===== config.mk =====
export PLATFORM = sky130hd
export DESIGN_NAME = ultrasonic_echo_ranger
export DESIGN_NICKNAME = d
export VERILOG_FILES = /design/src/rtl/uer_pkg.sv /design/src/rtl/uer_ranging_fsm.sv /design/src/rtl/ultrasonic_echo_ranger.sv
export SDC_FILE = /design/constraint.sdc
export NUM_CORES = 1
export LEC_CHECK = 0
export BUFFER_PORTS_ARGS = -buffer_cell sky130_fd_sc_hd__buf_2
export CORE_MARGIN = 2
export CORE_UTILIZATION = 58
export CTS_BUF_LIST = sky130_fd_sc_hd__clkbuf_4 sky130_fd_sc_hd__clkbuf_8
export CTS_CLUSTER_DIAMETER = 150
export DETAILED_ROUTE_END_ITERATION = 10
export GPL_TIMING_DRIVEN = 0
export PLACE_DENSITY = 0.79
export SLEW_MARGIN = 25
export SYNTH_ARGS = -nofsm -noshare
export SYNTH_HDL_FRONTEND = slang
export SYNTH_SLANG_ARGS = --single-unit
export TNS_END_PERCENT = 50

===== constraint.sdc =====
create_clock -name clk -period 6.3 [get_ports clk]
set_input_delay 0.315 -clock clk [delete_from_list [all_inputs] [get_ports clk]]
set_output_delay 0.315 -clock clk [all_outputs]
set_load 0.005 [all_outputs]

===== src/rtl/uer_pkg.sv =====
// Shared types and constants for the ultrasonic echo ranger.
// No dependencies; used by uer_ranging_fsm, the top level and uer_checker.
`default_nettype none

package uer_pkg;

    // Pulse counter width (valid range 8 to 32)
    localparam int CNT_W  = 16;
    localparam int CMP_W  = (CNT_W > 16) ? CNT_W : 16;
    localparam int PROD_W = CNT_W + 9;
    localparam int DIST_W = (CNT_W + 1 > 17) ? CNT_W + 1 : 17;

    localparam int PRE_LOW_TICKS = 2;
    localparam int DIST_MUL      = 439;
    localparam int DIST_SHIFT    = 8;

    localparam int S_TDATA_W = 8;
    localparam int M_TDATA_W = 24;
    localparam int CFG_IDX_W = 2;
    localparam int CFG_DAT_W = 16;

    localparam logic [CFG_IDX_W-1:0] CFG_TIMEOUT   = 2'd0;
    localparam logic [CFG_IDX_W-1:0] CFG_THRESHOLD = 2'd1;
    localparam logic [CFG_IDX_W-1:0] CFG_TRIG_W    = 2'd2;

    localparam logic [15:0] TIMEOUT_RST   = 16'd25000;
    localparam logic [15:0] THRESHOLD_RST = 16'd3000;
    localparam logic [7:0]  TRIG_W_RST    = 8'd10;

    localparam logic [1:0] ST_OK      = 2'd0;
    localparam logic [1:0] ST_STUCK   = 2'd1;
    localparam logic [1:0] ST_TIMEOUT = 2'd2;

    // Result bit positions inside m_tdata
    localparam int POS_TRIG     = 0;
    localparam int POS_BUSY     = 1;
    localparam int POS_DONE     = 2;
    localparam int POS_STATUS   = 3;
    localparam int POS_DIST     = 5;
    localparam int POS_OBSTACLE = 21;

    typedef struct packed {
        logic [15:0] timeout_ticks;
        logic [15:0] threshold_centi_cm;
        logic [7:0]  trigger_width_ticks;
    } cfg_t;

    // Packed so that trigger_level lands in bit 0
    typedef struct packed {
        logic        obstacle;
        logic [15:0] distance_centi_cm;
        logic [1:0]  status;
        logic        done_res;
        logic        busy_res;
        logic        trigger_level;
    } result_t;

endpackage

`default_nettype wire


===== src/rtl/uer_ranging_fsm.sv =====
// Ranging sequencer: trigger timing, echo wait/measure, distance and obstacle.
// Depends on uer_pkg.
`default_nettype none

module uer_ranging_fsm (
    input  wire logic           clk,
    input  wire logic           rst_n,
    input  wire logic           step,
    input  wire logic           cmd,
    input  wire logic           echo_level,
    input  wire uer_pkg::cfg_t  cfg,
    output uer_pkg::result_t    result
);

    typedef enum logic [2:0] {
        PH_IDLE,
        PH_LOW,
        PH_TRIG,
        PH_WAIT,
        PH_MEAS
    } phase_t;

    phase_t                    phase_reg, phase_next;
    logic [uer_pkg::CNT_W-1:0] tick_reg, tick_next;
    logic [15:0]               dist_reg, dist_next;
    logic [1:0]                status_reg, status_next;
    logic                      obst_reg, obst_next;

    logic [uer_pkg::CNT_W-1:0]  tick_inc;
    logic                       over_limit;
    logic                       trig;
    logic                       done;
    logic [uer_pkg::PROD_W-1:0] prod;
    logic [uer_pkg::DIST_W-1:0] dist_full;
    logic [15:0]                dist_sat;

    assign tick_inc   = tick_reg + uer_pkg::CNT_W'(1);
    assign over_limit = (uer_pkg::CMP_W'(tick_reg) >= uer_pkg::CMP_W'(cfg.timeout_ticks))
                        || (tick_reg == '1);

    assign prod      = uer_pkg::PROD_W'(tick_reg) * uer_pkg::PROD_W'(uer_pkg::DIST_MUL);
    assign dist_full = uer_pkg::DIST_W'(prod >> uer_pkg::DIST_SHIFT);
    assign dist_sat  = (dist_full > uer_pkg::DIST_W'(16'hFFFF)) ? 16'hFFFF : dist_full[15:0];

    always_comb
    begin
        phase_next  = phase_reg;
        tick_next   = tick_reg;
        dist_next   = dist_reg;
        status_next = status_reg;
        obst_next   = obst_reg;
        trig        = 1'b0;
        done        = 1'b0;
        case (phase_reg)
            PH_IDLE:
            begin
                if (cmd)
                begin
                    if (echo_level)
                    begin
                        status_next = uer_pkg::ST_STUCK;
                        obst_next   = 1'b0;
                        tick_next   = '0;
                        done        = 1'b1;
                    end
                    else
                    begin
                        phase_next = PH_LOW;
                        tick_next  = uer_pkg::CNT_W'(1);
                    end
                end
            end
            PH_LOW:
            begin
                tick_next = tick_inc;
                if (tick_inc >= uer_pkg::CNT_W'(uer_pkg::PRE_LOW_TICKS))
                begin
                    phase_next = PH_TRIG;
                    tick_next  = '0;
                end
            end
            PH_TRIG:
            begin
                trig      = 1'b1;
                tick_next = tick_inc;
                if (uer_pkg::CMP_W'(tick_inc) >= uer_pkg::CMP_W'(cfg.trigger_width_ticks))
                begin
                    phase_next = PH_WAIT;
                    tick_next  = '0;
                end
            end
            PH_WAIT:
            begin
                if (echo_level)
                begin
                    phase_next = PH_MEAS;
                    tick_next  = uer_pkg::CNT_W'(1);
                end
                else if (over_limit)
                begin
                    phase_next  = PH_IDLE;
                    tick_next   = '0;
                    status_next = uer_pkg::ST_TIMEOUT;
                    obst_next   = 1'b0;
                    done        = 1'b1;
                end
                else
                begin
                    tick_next = tick_inc;
                end
            end
            PH_MEAS:
            begin
                if (!echo_level)
                begin
                    phase_next  = PH_IDLE;
                    tick_next   = '0;
                    dist_next   = dist_sat;
                    status_next = uer_pkg::ST_OK;
                    obst_next   = (dist_sat != 16'd0) && (dist_sat <= cfg.threshold_centi_cm);
                    done        = 1'b1;
                end
                else if (over_limit)
                begin
                    phase_next  = PH_IDLE;
                    tick_next   = '0;
                    status_next = uer_pkg::ST_TIMEOUT;
                    obst_next   = 1'b0;
                    done        = 1'b1;
                end
                else
                begin
                    tick_next = tick_inc;
                end
            end
            default:
            begin
                phase_next = PH_IDLE;
                tick_next  = '0;
            end
        endcase
    end

    always_ff @(posedge clk or negedge rst_n)
    begin
        if (!rst_n)
        begin
            phase_reg  <= PH_IDLE;
            tick_reg   <= '0;
            dist_reg   <= '0;
            status_reg <= uer_pkg::ST_OK;
            obst_reg   <= 1'b0;
        end
        else if (step)
        begin
            phase_reg  <= phase_next;
            tick_reg   <= tick_next;
            dist_reg   <= dist_next;
            status_reg <= status_next;
            obst_reg   <= obst_next;
        end
    end

    always_comb
    begin
        result.trigger_level     = trig;
        result.busy_res          = (phase_next != PH_IDLE);
        result.done_res          = done;
        result.status            = status_next;
        result.distance_centi_cm = dist_next;
        result.obstacle          = obst_next;
    end

endmodule

`default_nettype wire


===== src/rtl/ultrasonic_echo_ranger.sv =====
// Top level of the ultrasonic echo ranger: config registers and output skid buffer.
// Depends on uer_pkg and uer_ranging_fsm.
//
// Usage:
//   Each slave transaction is one microsecond tick: s_tdata[0] is the sampled
//   echo level, s_tuser[0] requests a measurement. Every accepted tick yields
//   exactly one master transaction with the trigger level to drive, busy,
//   done, last status, last distance (hundredths of a cm) and obstacle flag.
//   Each result is registered in the result register (via skid on a stall).
//   Throughput: one tick per cycle unless a full output drops s_tready;
//   the sequencer and the distance multiply (16x9 bits) are combinational.
//   The output side has a result register plus a one-entry skid register, so
//   s_tready depends only on the skid register and one more tick is taken
//   while the receiver stalls; s_tready drops once both are full.
//   Configuration writes (cfg_we, cfg_index, cfg_data) take effect at the next
//   edge: 0 timeout_ticks, 1 threshold_centi_cm, 2 trigger_width_ticks; any
//   other index is ignored. Write only while no measurement runs.
//   Reset: asynchronous, active low; sequencer idle, status ok, distance 0,
//   no obstacle, output buffers empty, registers at their defaults.
`default_nettype none

module ultrasonic_echo_ranger (
    input  wire logic                            clk,
    input  wire logic                            rst_n,
    input  wire logic                            s_tvalid,
    output      logic                            s_tready,
    input  wire logic [uer_pkg::S_TDATA_W-1:0]   s_tdata,   // [0] echo_level
    input  wire logic                            s_tuser,   // [0] cmd
    output      logic                            m_tvalid,
    input  wire logic                            m_tready,
    // [0] trigger_level, [1] busy_res, [2] done_res, [4:3] status,
    // [20:5] distance_centi_cm, [21] obstacle
    output      logic [uer_pkg::M_TDATA_W-1:0]   m_tdata,
    input  wire logic                            cfg_we,
    input  wire logic [uer_pkg::CFG_IDX_W-1:0]   cfg_index,
    input  wire logic [uer_pkg::CFG_DAT_W-1:0]   cfg_data
);

    uer_pkg::cfg_t    cfg_reg;
    uer_pkg::result_t new_res;
    uer_pkg::result_t out_reg, out_next;
    uer_pkg::result_t skid_reg;
    logic             out_valid_reg, out_valid_next;
    logic             skid_valid_reg, skid_valid_next;
    logic             in_go;
    logic             take;
    logic             load_out;
    logic             load_skid;

    assign s_tready = !skid_valid_reg;
    assign in_go    = s_tvalid && s_tready;
    assign take     = out_valid_reg && m_tready;
    assign m_tvalid = out_valid_reg;
    assign m_tdata  = uer_pkg::M_TDATA_W'(out_reg);

    always_ff @(posedge clk or negedge rst_n)
    begin
        if (!rst_n)
        begin
            cfg_reg.timeout_ticks       <= uer_pkg::TIMEOUT_RST;
            cfg_reg.threshold_centi_cm  <= uer_pkg::THRESHOLD_RST;
            cfg_reg.trigger_width_ticks <= uer_pkg::TRIG_W_RST;
        end
        else if (cfg_we)
        begin
            case (cfg_index)
                uer_pkg::CFG_TIMEOUT:   cfg_reg.timeout_ticks       <= cfg_data;
                uer_pkg::CFG_THRESHOLD: cfg_reg.threshold_centi_cm  <= cfg_data;
                uer_pkg::CFG_TRIG_W:    cfg_reg.trigger_width_ticks <= cfg_data[7:0];
                default:                ;
            endcase
        end
    end

    uer_ranging_fsm u_fsm (
        .clk        (clk),
        .rst_n      (rst_n),
        .step       (in_go),
        .cmd        (s_tuser),
        .echo_level (s_tdata[0]),
        .cfg        (cfg_reg),
        .result     (new_res)
    );

    // Result register refills from skid first, then from the incoming transaction
    always_comb
    begin
        out_valid_next  = out_valid_reg;
        skid_valid_next = skid_valid_reg;
        out_next        = out_reg;
        load_out        = 1'b0;
        load_skid       = 1'b0;
        if (take || !out_valid_reg)
        begin
            if (skid_valid_reg)
            begin
                out_next        = skid_reg;
                load_out        = 1'b1;
                out_valid_next  = 1'b1;
                skid_valid_next = 1'b0;
            end
            else
            begin
                out_next       = new_res;
                load_out       = in_go;
                out_valid_next = in_go;
            end
        end
        else if (in_go)
        begin
            load_skid       = 1'b1;
            skid_valid_next = 1'b1;
        end
    end

    always_ff @(posedge clk or negedge rst_n)
    begin
        if (!rst_n)
        begin
            out_valid_reg  <= 1'b0;
            skid_valid_reg <= 1'b0;
        end
        else
        begin
            out_valid_reg  <= out_valid_next;
            skid_valid_reg <= skid_valid_next;
        end
    end

    always_ff @(posedge clk)
    begin
        if (load_out)
        begin
            out_reg <= out_next;
        end
        if (load_skid)
        begin
            skid_reg <= new_res;
        end
    end

endmodule

`default_nettype wire


==> summary.txt <==
outcome: complete, but fails checks
violated checks: negative setup slack
total CTS buffers: 17
max frequency: 151 MHz
Worst-Margin Slew: 0.930 ns
R2R depth: 26
Largest register FFs: 40
number of synthesis warnings: 0
maxcap violations: 0
hold crit path type: input port to flip-flop
Final min period: 6.62 ns
Final nets: 1364
worst skew pair latency: 0.48 ns
H-tree depth: 4
Mapped Area: 0.0101 mm^2
hold slack: 0.0783 ns
EDFF count, synth: 44
wirelength, routed: 26900 um
setup tns final: -0.732 ns
CTS tree: done
DR pass1 iterations: 6
cell taking the most area after synthesis: dfrtp_1
Crit Path Max Fanout: 7
Final Hold Viols: 0
buffers added on ports: 48
Main synth FF type: dfrtp_1
Slew Limit Fails: 0
Seq/Total Area, Yosys: 33.1%
post-route ant nets: 0
Setup Skew: 0.0210 ns
core footprint: 0.0172 mm^2
io pins: 58
RSZ-0062 raised after global routing: yes
leakage: 5.62 nW
DP HPWL: 19500 um
DRC Markers: 0
FF+latch count, synth: 124
CTS clock-pin slew for the worst setup and hold paths: 0.09 ns
Avg WL per Cell: 19.1 um
Post-synth ARST share: 64.5%
area of the die: 0.0185 mm^2
crit path DAT: 6.79 ns
number of core rows: 48
global route overflow: 0
Via density: 5.99
synth cell count leaders: inv_1 (183), ha_1 (105), nand2_1 (79)
GRT Overall Usage: 30.6%
initial core utilization: 58.7%
Setup crit start kind: flip-flop
Post-Place Cells: 1331
count leader, synth: inv_1
syn avg cell area: 9.56 um^2
critical path class: flip-flop to flip-flop
layout cell share with drive strength beyond 1: 22.6%
Peak VDD IR: 0.217 mV
Final WS setup: -0.320 ns
Mapped Cells: 1055
GPL Wtd Cong: 0.981
final core occ: 68.4%
Root Buffer: clkbuf_8
Post-Place Setup Slack: -1.05 ns
Setup crit end kind: flip-flop
share of the synthesized area in the top cell type: 16.1%
area grow syn2layout: 16.4%
chip width: 136 um
Slew HR: 38.0%
first-pass GRT wire length: 43000 um
Final period util: 105%
number of global-route vias before repair: 8305
Final Non-Filler Cells: 1409
Power Density: 334 mW/mm^2
initial antenna violation count: 0
Hold Path Depth: 3
Cell Area, Placed: 0.0107 mm^2
critical path required time: 6.47 ns
largest net degree at the start of global routing: 55
Clock Sinks: 124
Fill cells: 1283
total power: 3.92 mW
top post-synthesis cells by area: dfrtp_1 (16%), edfxtp_1 (13%), ha_1 (13%)
Final setup violation count: 3
Initial DRC Count: 832
Max clock buf depth: 2
Final Instance Area: 0.0117 mm^2
Die H: 136 um
via total after detailed routing: 8445
ANT cells: 0
Distinct cells, synth: 68
==> layout by cell type, fill, tap and decap left out, types with 5 or more instances in the layout <==
| master | netlist | final |
|---|---|---|
| inv_1 | 183 | 180 |
| ha_1 | 105 | 88 |
| nand2_1 | 79 | 73 |
| nor2_1 | 59 | 56 |
| fa_1 | 56 | 56 |
| o21ai_0 | 56 | 52 |
| a21oi_1 | 50 | 50 |
| dfrtp_1 | 65 | 50 |
| buf_2 | 6 | 48 |
| buf_4 | 3 | 48 |
| edfxtp_1 | 44 | 44 |
| mux2_2 | 37 | 37 |
| a31oi_1 | 28 | 26 |
| xnor2_1 | 23 | 23 |
| clkbuf_1 | 22 | 21 |
| clkbuf_8 | 0 | 18 |
| xor2_1 | 19 | 17 |
| a21o_1 | 17 | 17 |
| nand4_1 | 16 | 16 |
| dfstp_2 | 15 | 15 |
| dfrtp_2 | 0 | 15 |
| o31ai_1 | 14 | 12 |
| ha_4 | 0 | 11 |
| o21ai_1 | 7 | 10 |
| nor2b_1 | 9 | 9 |
| nand2b_1 | 9 | 9 |
| a22o_1 | 9 | 9 |
| buf_6 | 1 | 8 |
| nand3_1 | 9 | 8 |
| or3_1 | 7 | 7 |
| o21bai_1 | 6 | 6 |
| nor3_1 | 7 | 6 |
| and3_1 | 7 | 6 |
| or2_2 | 6 | 6 |
| ha_2 | 0 | 6 |
| o21a_1 | 5 | 5 |
| a211oi_1 | 5 | 5 |
| clkbuf_4 | 0 | 5 |
==> timing repair <==
| item | CTS | global route |
|---|---|---|
| hold buffers | 1 | 0 |
| setup endpoints to repair | 3 | 3 |
| pin swaps | 27 | 10 |
| gates resized for setup | 73 | 8 |
| hold endpoints to repair | 24 | 0 |
| setup buffers | 36 | 10 |
==> path summary, 6_finish.rpt <==
check | startpoint | to | slack, ns
worst min register to register | u_fsm.dist_reg[3]$_DFFE_PN0P_ | u_fsm.dist_reg[3]$_DFFE_PN0P_ | 0.50
worst max-delay path | u_fsm.tick_reg[10]$_DFFE_PN0P_ | m_tdata[21]$_DFFE_PP_ | -0.32
min in group asynchronous | rst_n | cfg_reg[2]$_DFFE_PN0P_ | 0.31
worst min-delay path | cfg_data[15] | cfg_reg[39]$_DFFE_PN0P_ | 0.08
worst max register to register | u_fsm.tick_reg[10]$_DFFE_PN0P_ | m_tdata[21]$_DFFE_PP_ | -0.32
max in group asynchronous | rst_n | cfg_reg[11]$_DFFE_PN1P_ | 5.34
==> cell type report <==
type                    instances  area [um^2]  area share (%)
well taps                     225          282            2.40
plain buffers                  33          198            1.68
multi-input cells             714         6210            52.8
inverters                     184          691            5.88
clock inverters                10         91.3           0.778
repair buffers                 97          641            5.45
clock buffers                  22          278            2.36
flip-flops and latches        124         3360            28.6
==> cells by family (layout without fill, tap and decap cells) <==
logic type | count (synthesis) | count (layout) | synth area share [%]
compound gates | 238 | 238 | 15.2
xor+xnor | 43 | 43 | 3.92
fa+ha+maj | 162 | 162 | 24.2
buf+inv | 218 | 346 | 8.37
flops | 124 | 124 | 33.1
mux | 39 | 39 | 4.33
other cells | 1 | 2 | 0.0372
simple gates | 230 | 230 | 10.8
==> metal layers <==
| metal | vias up | wire, um | GRT usage (%) |
|---|---|---|---|
| met3 | 108 | 1880 | 5.56 |
| met5 | - | 0 | 0 |
| met4 | 0 | 1440 | 16.2 |
| met1 | 4068 | 10800 | 38.6 |
| met2 | 415 | 12800 | 50.4 |
| li1 | 3854 | - | - |
==> power by group <==
part | internal, mW | leakage (nW) | switching (mW) | total, mW
logic | 0.846 | 4.06 | 1.22 | 2.07
clock network | 0.339 | 0.196 | 0.339 | 0.678
registers | 1.07 | 1.36 | 0.107 | 1.18
total | 2.25 | 5.62 | 1.67 | 3.92
==> worst max-delay path: stages, from the launching register on <==
cell and delay (ns):
dfrtp_2 0.48, fa_1 0.54, inv_1 0.05, fa_1 0.47, inv_1 0.05, fa_1 0.50, inv_1 0.05, fa_1 0.54
inv_2 0.06, ha_4 0.26, buf_6 0.09, and2_4 0.14, nand3_2 0.06, or4_4 0.57, a31oi_4 0.22, a21oi_4 0.11
xor2_2 0.22, nor2_2 0.26, inv_1 0.08, ha_1 0.30, nand4_1 0.17, a2111oi_2 0.31, o21ai_1 0.12, a31oi_2 0.29
o22ai_2 0.12, mux2i_1 0.16, a31oi_1 0.08
Note: power is estimated with default switching activity, not from simulation.
